### src/design/i2a_pkg.sv
// Shared constants, control and status types, and character mapping for the radix converter.
package i2a_pkg;

  localparam int DEFAULT_WORD_WIDTH = 32;
  localparam int NUMBER_W = 32;
  localparam int RADIX_W = 6;
  localparam int DIGIT_W = 6;
  localparam int CHAR_W = 7;

  localparam logic [RADIX_W-1:0] RADIX_MIN = 6'd2;
  localparam logic [RADIX_W-1:0] RADIX_MAX = 6'd36;
  localparam logic [RADIX_W-1:0] RADIX_DEC = 6'd10;
  localparam logic [DIGIT_W-1:0] DIGIT_NINE = 6'd9;
  localparam logic [DIGIT_W-1:0] DIGIT_TEN = 6'd10;

  localparam logic [CHAR_W-1:0] CHAR_ZERO = 7'd48;
  localparam logic [CHAR_W-1:0] CHAR_NINE = 7'd57;
  localparam logic [CHAR_W-1:0] CHAR_LOWER_A = 7'd97;
  localparam logic [CHAR_W-1:0] CHAR_LOWER_Z = 7'd122;
  localparam logic [CHAR_W-1:0] CHAR_MINUS = 7'd45;

  // Commands from the controller to the datapath.
  typedef struct packed {
    logic load;       // capture a new number, radix and sign
    logic step;       // one restoring division step
    logic sign_load;  // place '-' in the output register
    logic read;       // pop one digit from the digit store
    logic char_load;  // place the popped digit in the output register
  } i2a_cmd_t;

  // Status from the datapath to the controller.
  typedef struct packed {
    logic neg;            // the value is shown with a sign
    logic step_last;      // this step finishes the current digit
    logic quo_zero_next;  // quotient after this step is zero
    logic count_zero;     // no digits left in the store
  } i2a_status_t;

  function automatic logic [CHAR_W-1:0] digit_to_char(input logic [DIGIT_W-1:0] d);
    logic [CHAR_W-1:0] c;
    if (d > DIGIT_NINE) begin
      c = CHAR_LOWER_A + CHAR_W'(d - DIGIT_TEN);
    end else begin
      c = CHAR_ZERO + CHAR_W'(d);
    end
    return c;
  endfunction

endpackage

### src/design/integer_to_ascii_radix.sv
// Top level of the integer to ASCII radix converter.
//
// Input channel (in_valid/in_ready): one transaction carries number, radix and
// signed_mode. The radix saturates to 2..36. In signed mode with radix 10 a
// negative word prints as '-' followed by its magnitude; otherwise the word is
// printed as an unsigned pattern of WORD_WIDTH bits.
// Output channel (out_valid/out_ready): one transaction per character, most
// significant digit first, with last_char set on the final one.
// Throughput: one number is handled at a time. Loading comes first, then each
// digit is worked out bit by bit over the whole word by the bit-serial
// restoring divider. Each character then passes through stack read, register
// and show, plus any stall, and the sign through register and show.
// Reset: rst returns the controller to idle; in_ready rises, out_valid drops.
// Stall: while out_ready is low the current character and its last mark hold
// in the output register and no further work is done.
module integer_to_ascii_radix import i2a_pkg::*; #(
  parameter int WORD_WIDTH = DEFAULT_WORD_WIDTH
) (
  input  logic                clk,
  input  logic                rst,
  input  logic                in_valid,
  output logic                in_ready,
  input  logic [NUMBER_W-1:0] number,
  input  logic [RADIX_W-1:0]  radix,
  input  logic                signed_mode,
  output logic                out_valid,
  input  logic                out_ready,
  output logic [CHAR_W-1:0]   ascii_char,
  output logic                last_char
);

  i2a_cmd_t    cmd;
  i2a_status_t status;

  // Sequence the conversion.
  i2a_ctrl u_ctrl (
    .clk       (clk),
    .rst       (rst),
    .in_valid  (in_valid),
    .in_ready  (in_ready),
    .out_valid (out_valid),
    .out_ready (out_ready),
    .status    (status),
    .cmd       (cmd)
  );

  // Divide, stack the digits and hold the character being offered.
  i2a_datapath #(
    .WORD_WIDTH (WORD_WIDTH)
  ) u_datapath (
    .clk         (clk),
    .number      (number),
    .radix       (radix),
    .signed_mode (signed_mode),
    .cmd         (cmd),
    .status      (status),
    .ascii_char  (ascii_char),
    .last_char   (last_char)
  );

endmodule

### src/design/i2a_ram.sv
// Generic single write port, single read port RAM with registered read data.
module i2a_ram #(
  parameter int WIDTH = 8,
  parameter int DEPTH = 32
) (
  input  logic                     clk,
  input  logic                     we,
  input  logic [$clog2(DEPTH)-1:0] waddr,
  input  logic [WIDTH-1:0]         wdata,
  input  logic                     re,
  input  logic [$clog2(DEPTH)-1:0] raddr,
  output logic [WIDTH-1:0]         rdata
);

  logic [WIDTH-1:0] mem [DEPTH];

  always_ff @(posedge clk) begin
    if (we) begin
      mem[waddr] <= wdata;
    end
    if (re) begin
      rdata <= mem[raddr];
    end
  end

endmodule

### src/design/i2a_datapath.sv
// Datapath: operand capture, bit-serial restoring divider, digit stack and output register.
module i2a_datapath import i2a_pkg::*; #(
  parameter int WORD_WIDTH = DEFAULT_WORD_WIDTH
) (
  input  logic                clk,
  input  logic [NUMBER_W-1:0] number,
  input  logic [RADIX_W-1:0]  radix,
  input  logic                signed_mode,
  input  i2a_cmd_t            cmd,
  output i2a_status_t         status,
  output logic [CHAR_W-1:0]   ascii_char,
  output logic                last_char
);

  localparam int SW = $clog2(WORD_WIDTH);
  localparam int AW = $clog2(WORD_WIDTH);
  localparam int CW = $clog2(WORD_WIDTH + 1);

  logic [WORD_WIDTH-1:0]   val;
  logic [DIGIT_W-1:0]      rem;
  logic [RADIX_W-1:0]      radix_r;
  logic                    neg;
  logic [SW-1:0]           step;
  logic [CW-1:0]           count;
  logic [CW-1:0]           count_dec;

  logic [WORD_WIDTH+NUMBER_W-1:0] num_wide;
  logic [WORD_WIDTH-1:0]   num_w;
  logic [RADIX_W-1:0]      radix_sat;
  logic                    neg_in;
  logic [DIGIT_W:0]        rem_sh;
  logic                    q_bit;
  logic [DIGIT_W-1:0]      rem_new;
  logic [WORD_WIDTH-1:0]   quo_new;
  logic                    step_last;
  logic                    digit_we;
  logic [DIGIT_W-1:0]      rd_digit;

  // Reduce the input to the word width, zero extending when the word is wider.
  assign num_wide = {{WORD_WIDTH{1'b0}}, number};
  assign num_w    = num_wide[WORD_WIDTH-1:0];

  always_comb begin
    priority if (radix < RADIX_MIN) begin
      radix_sat = RADIX_MIN;
    end else if (radix > RADIX_MAX) begin
      radix_sat = RADIX_MAX;
    end else begin
      radix_sat = radix;
    end
  end

  assign neg_in = signed_mode && (radix_sat == RADIX_DEC) && num_w[WORD_WIDTH-1];

  // One restoring step: shift in the next dividend bit, subtract when it fits.
  assign rem_sh  = {rem, val[WORD_WIDTH-1]};
  assign q_bit   = (rem_sh >= {1'b0, radix_r});
  assign rem_new = q_bit ? DIGIT_W'(rem_sh - {1'b0, radix_r}) : rem_sh[DIGIT_W-1:0];
  assign quo_new = {val[WORD_WIDTH-2:0], q_bit};

  assign step_last = (step == SW'(WORD_WIDTH - 1));
  assign digit_we  = cmd.step && step_last;
  assign count_dec = count - CW'(1);

  always_ff @(posedge clk) begin
    if (cmd.load) begin
      val     <= neg_in ? (~num_w + WORD_WIDTH'(1)) : num_w;
      radix_r <= radix_sat;
      neg     <= neg_in;
      rem     <= '0;
      step    <= '0;
      count   <= '0;
    end else if (cmd.step) begin
      val <= quo_new;
      if (step_last) begin
        rem   <= '0;
        step  <= '0;
        count <= count + CW'(1);
      end else begin
        rem  <= rem_new;
        step <= step + SW'(1);
      end
    end else if (cmd.read) begin
      count <= count_dec;
    end
    if (cmd.sign_load) begin
      ascii_char <= CHAR_MINUS;
      last_char  <= 1'b0;
    end else if (cmd.char_load) begin
      ascii_char <= digit_to_char(rd_digit);
      last_char  <= (count == '0);
    end
  end

  // Digits come out least significant first; the stack hands them back in reverse.
  i2a_ram #(
    .WIDTH (DIGIT_W),
    .DEPTH (WORD_WIDTH)
  ) u_digits (
    .clk   (clk),
    .we    (digit_we),
    .waddr (count[AW-1:0]),
    .wdata (rem_new),
    .re    (cmd.read),
    .raddr (count_dec[AW-1:0]),
    .rdata (rd_digit)
  );

  assign status.neg           = neg;
  assign status.step_last     = step_last;
  assign status.quo_zero_next = (quo_new == '0);
  assign status.count_zero    = (count == '0);

endmodule

### src/design/i2a_ctrl.sv
// Controller: sequences load, division, sign and digit output for one number.
module i2a_ctrl import i2a_pkg::*; (
  input  logic        clk,
  input  logic        rst,
  input  logic        in_valid,
  output logic        in_ready,
  output logic        out_valid,
  input  logic        out_ready,
  input  i2a_status_t status,
  output i2a_cmd_t    cmd
);

  typedef enum logic [5:0] {
    S_IDLE = 6'b000001,
    S_DIV  = 6'b000010,
    S_SIGN = 6'b000100,
    S_RD   = 6'b001000,
    S_LD   = 6'b010000,
    S_SHOW = 6'b100000
  } state_t;

  state_t state;
  state_t state_next;

  always_ff @(posedge clk) begin
    if (rst) begin
      state <= S_IDLE;
    end else begin
      state <= state_next;
    end
  end

  always_comb begin
    state_next = state;
    cmd        = '0;
    unique case (state)
      S_IDLE: begin
        if (in_valid) begin
          cmd.load   = 1'b1;
          state_next = S_DIV;
        end
      end
      S_DIV: begin
        cmd.step = 1'b1;
        if (status.step_last && status.quo_zero_next) begin
          state_next = status.neg ? S_SIGN : S_RD;
        end
      end
      S_SIGN: begin
        cmd.sign_load = 1'b1;
        state_next    = S_SHOW;
      end
      S_RD: begin
        cmd.read   = 1'b1;
        state_next = S_LD;
      end
      S_LD: begin
        cmd.char_load = 1'b1;
        state_next    = S_SHOW;
      end
      S_SHOW: begin
        if (out_ready) begin
          state_next = status.count_zero ? S_IDLE : S_RD;
        end
      end
      default: begin
        state_next = S_IDLE;
      end
    endcase
  end

  assign in_ready  = (state == S_IDLE);
  assign out_valid = (state == S_SHOW);

endmodule

### config.mk
export PLATFORM = sky130hd
export DESIGN_NAME = integer_to_ascii_radix
export DESIGN_NICKNAME = d
export VERILOG_FILES = /design/src/design/i2a_pkg.sv /design/src/design/integer_to_ascii_radix.sv /design/src/design/i2a_ram.sv /design/src/design/i2a_datapath.sv /design/src/design/i2a_ctrl.sv
export SDC_FILE = /design/constraint.sdc
export NUM_CORES = 1
export LEC_CHECK = 0
export ABC_AREA = 1
export BUFFER_PORTS_ARGS = -buffer_cell sky130_fd_sc_hd__buf_2
export CORE_MARGIN = 4
export CORE_UTILIZATION = 35
export DETAILED_ROUTE_END_ITERATION = 8
export GPL_ROUTABILITY_DRIVEN = 0
export PLACE_DENSITY_LB_ADDON = 0.15
export SKIP_LAST_GASP = 1
export SLEW_MARGIN = 40
export SYNTH_ARGS = -nofsm -noshare
export SYNTH_HDL_FRONTEND = slang
export SYNTH_SLANG_ARGS = --single-unit
### constraint.sdc
create_clock -name clk -period 3.55 [get_ports clk]
set_clock_uncertainty 0.15 [all_clocks]
set_input_delay 0.355 -clock clk [delete_from_list [all_inputs] [get_ports clk]]
set_output_delay 0.355 -clock clk [all_outputs]
set_load 0.01 [all_outputs]
==> run metrics <==
post-synthesis mux area share=0; Synth cell types=38; Placement Setup Slack=around 0.85 ns; Tmin final=~2.7 ns; synthesis warning total=0; layout cells sized above 1=0.1044; Data required, critical path=roughly 3.5 ns; vias=~10k; highest routed layer=met4; Cells after Synth=about 1.4k; CP Max Fanout=14; layout overhead on the synthesized area=14.04%; main combinational cell family by area after synthesis=simple AND/OR/NAND/NOR gates; ys flop type=edfxtp_1; core region area=between 30,000 and 40,000 um^2; Fin. Hold Viols=0; Rows=70; max-slew violations=0; Syn Area/Cell=just over 9 um^2; Post-Synth XOR/XNOR Area=0.01707; Worst Hold Class=in2reg; Met1 Routed Length=between 15,000 and 20,000 um; FF-to-FF Start=u_ctrl.state[4]; Hold WS=approximately 0.044 ns; Die Span Y=approximately 200 um; total I/O pin count=between 50 and 60; WL/cell=roughly 16 um; die width=about 200 um; Sw Pwr=approximately 1800 uW; total die area=a little over 40,000 um^2; Critical Path AT=approximately 2.7 ns; final core occ=0.4079; unrepaired setup endpoints after global routing=false; drt pass-1 iters=6; multi-input logic area=~4800 um^2; ys async rst share=0; post-CTS sizing=0; simple-gate area share of the yosys netlist=0.2388; Final period util=0.7686; element type at the critical path end=register; outcome=complete, no violations; number of max-cap violations=0; Final ANT Viol Nets=0; Filler cells=around 3.7k; final setup violation count=0; Worst Slack Setup Final=~0.82 ns; Reg power frac=0.483; DRC viols=0; CP Launch Type=register; Root Buffer=clkbuf_16; combinational share of power=0.092; FF/Latch Area=a little under 8000 um^2; Yosys reg bits=around 270; CTS tree=yes; largest net degree at the start of global routing=55; initial core utilization=0.3577; FF-to-FF End=u_datapath.u_digits.mem[7][3]; Worst setup startpoint=u_ctrl.state[4]; Worst-Skew Late Latency=roughly 0.5 ns; clk buf depth=3; CP endpoint=u_datapath.u_digits.mem[7][3]; Setup CP Type=reg2reg; # diodes=0; Sw Share=0.2391; Synthesized Nets=1,500; CTS Buf Count=34; Post-Route WL=33,000 um; first-pass GRT wire length=between 50,000 and 60,000 um; clk slew on worst S/H paths=0.05 ns; initial drt markers=a little under 600; initial antenna violation count=0; setup TNS=0 ns; worst slew pin tran=0.6448 ns; Synth Area in Compound Gates=0.08499; total gr overflow=0; number of flops mapped to enable cells by yosys=around 240; metal3 WL=approximately 1400 um; Reg2Reg Depth=8; maximum clock frequency=366.5 MHz; dpl hpwl=between 20,000 and 25,000 um; r2r setup slk=0.82 ns; IR drop worst, VDD=~0.3 mV; setup bufs post-CTS=0; register area share after synthesis=0.5866; internal power=approximately 5800 uW; met2 wire length=15,620 um; vias per cell=roughly 4.8; vias in the first global route=9,726; Num Clock Sinks=between 200 and 300; Static Leakage=a little under 0.006 uW; relative slew slack=0.5685; Net count, final=about 1.6k; adder and majority gate portion of the synthesized area=0.01954; pwr/cell area=504.6 nW/um^2; gr usage total=0.1598; CTS H-tree lvls=2; area of the mapped netlist=13,190 um^2; PortBufs=52; clock network power share=0.424
-- cells by family (layout without fill, tap and decap cells) --
logic type                 after synthesis  in the layout
buffers and inverters                  158            234
xor gates and xnor gates                24             24
adders and majority gates               20             20
and+or+nand+nor                        767            767
DFF                                    268            268
AOI/OAI and AO/OA                      200            200
-- metal layers --
layer | vias up | track usage
met5 | - | 0
met4 | 0 | 0.03565
met2 | 184 | 0.2693
met1 | 4597 | 0.2196
met3 | 44 | 0.02455
li1 | 4950 | -
-- stage by stage --
stage                     total power [uW]  instances  cell area [um^2]
after floorplan                       4162       1437             13190
after CTS                             7693       2016             15020
after detailed placement              4442       1955             13950
after global placement                4435       1955             13940
after global routing                  7933       2017             15040
final                                 7590       2017             15040
-- critical path, cell delays in order, from the launching register on --
cell and delay, ns:
dfxtp_1 0.32, nor2_1 0.20, nand4_1 0.11, buf_4 0.21, inv_2 0.17, nand2_2 0.13
inv_1 0.13, nand2_1 0.33, nor2_1 0.62
-- state kept, by name, summed over array words and instances (netlist names) --
register	cells
u_datapath.neg	1
u_datapath.ascii_char	7
u_ctrl.state	6
u_datapath.val	32
u_datapath.step	5
u_datapath.u_digits.mem	192
u_datapath.count	6
u_datapath.radix_r	6
u_datapath.last_char	1
u_datapath.rem	6
u_datapath.u_digits.rdata	6
-- cell usage after synthesis, drive strengths merged (20+ instances only) --
| cell | number | share of area |
|---|---|---|
| buf | 34 | 0.018 |
| inv | 102 | 0.029 |
| o21ai | 130 | 0.049 |
| nand4 | 20 | 0.0095 |
| clkbuf | 22 | 0.0063 |
| xor2 | 20 | 0.014 |
| a21oi | 20 | 0.0076 |
| edfxtp | 237 | 0.54 |
| dfxtp | 31 | 0.047 |
| o211ai | 40 | 0.023 |
| nor2 | 299 | 0.088 |
| nand3 | 80 | 0.031 |
| nand2 | 351 | 0.10 |
-- power by group through the flow --
stage / registers (uW) / clock network [uW] / logic [uW]
floorplan: 3730 / 0 / 430
global placement: 3730 / 0 / 703
detailed placement: 3730 / 0 / 707
CTS: 3670 / 3310 / 712
global route: 3680 / 3450 / 801
finish: 3670 / 3220 / 699
-- worst min path at each step --
stage                              from  cells past startpoint                       end  slack, ns
2_1_floorplan                       rst                      1           u_ctrl.state[1]       0.27
3_3_place_gp   u_datapath.ascii_char[1]                      2  u_datapath.ascii_char[1]       0.29
3_5_place_dp   u_datapath.ascii_char[1]                      2  u_datapath.ascii_char[1]       0.30
4_1_cts                        radix[2]                      3     u_datapath.radix_r[2]       0.02
5_1_grt                        radix[2]                      3     u_datapath.radix_r[2]       0.07
6_report                       radix[2]                      3     u_datapath.radix_r[2]       0.04
-- what timing repair did --
action                                 4_1_cts  5_1_grt
setup endpoints to repair                    0        0
endpoints found under the hold margin        5        0
hold buffers                                 3        0
-- area by class of cell --
class	count	area share
multi-input cells	1011	0.3185
clock inverters	13	0.006571
inverters	102	0.02562
clock buffers	45	0.06280
repair buffers	74	0.03011
flip-flops and latches	268	0.5145
well taps	504	0.04192
-- layout by cell type (no fill, tap or decap), types with 30 or more instances in the layout --
cell	Yosys	final
nor2_1	294	294
o211ai_1	40	40
nand3_1	79	79
nand2_1	335	335
inv_1	94	94
clkbuf_16	0	36
o21ai_0	123	120
buf_2	19	52
edfxtp_1	237	237
dfxtp_1	31	30
No activity file was read; power rests on OpenSTA's default activity.
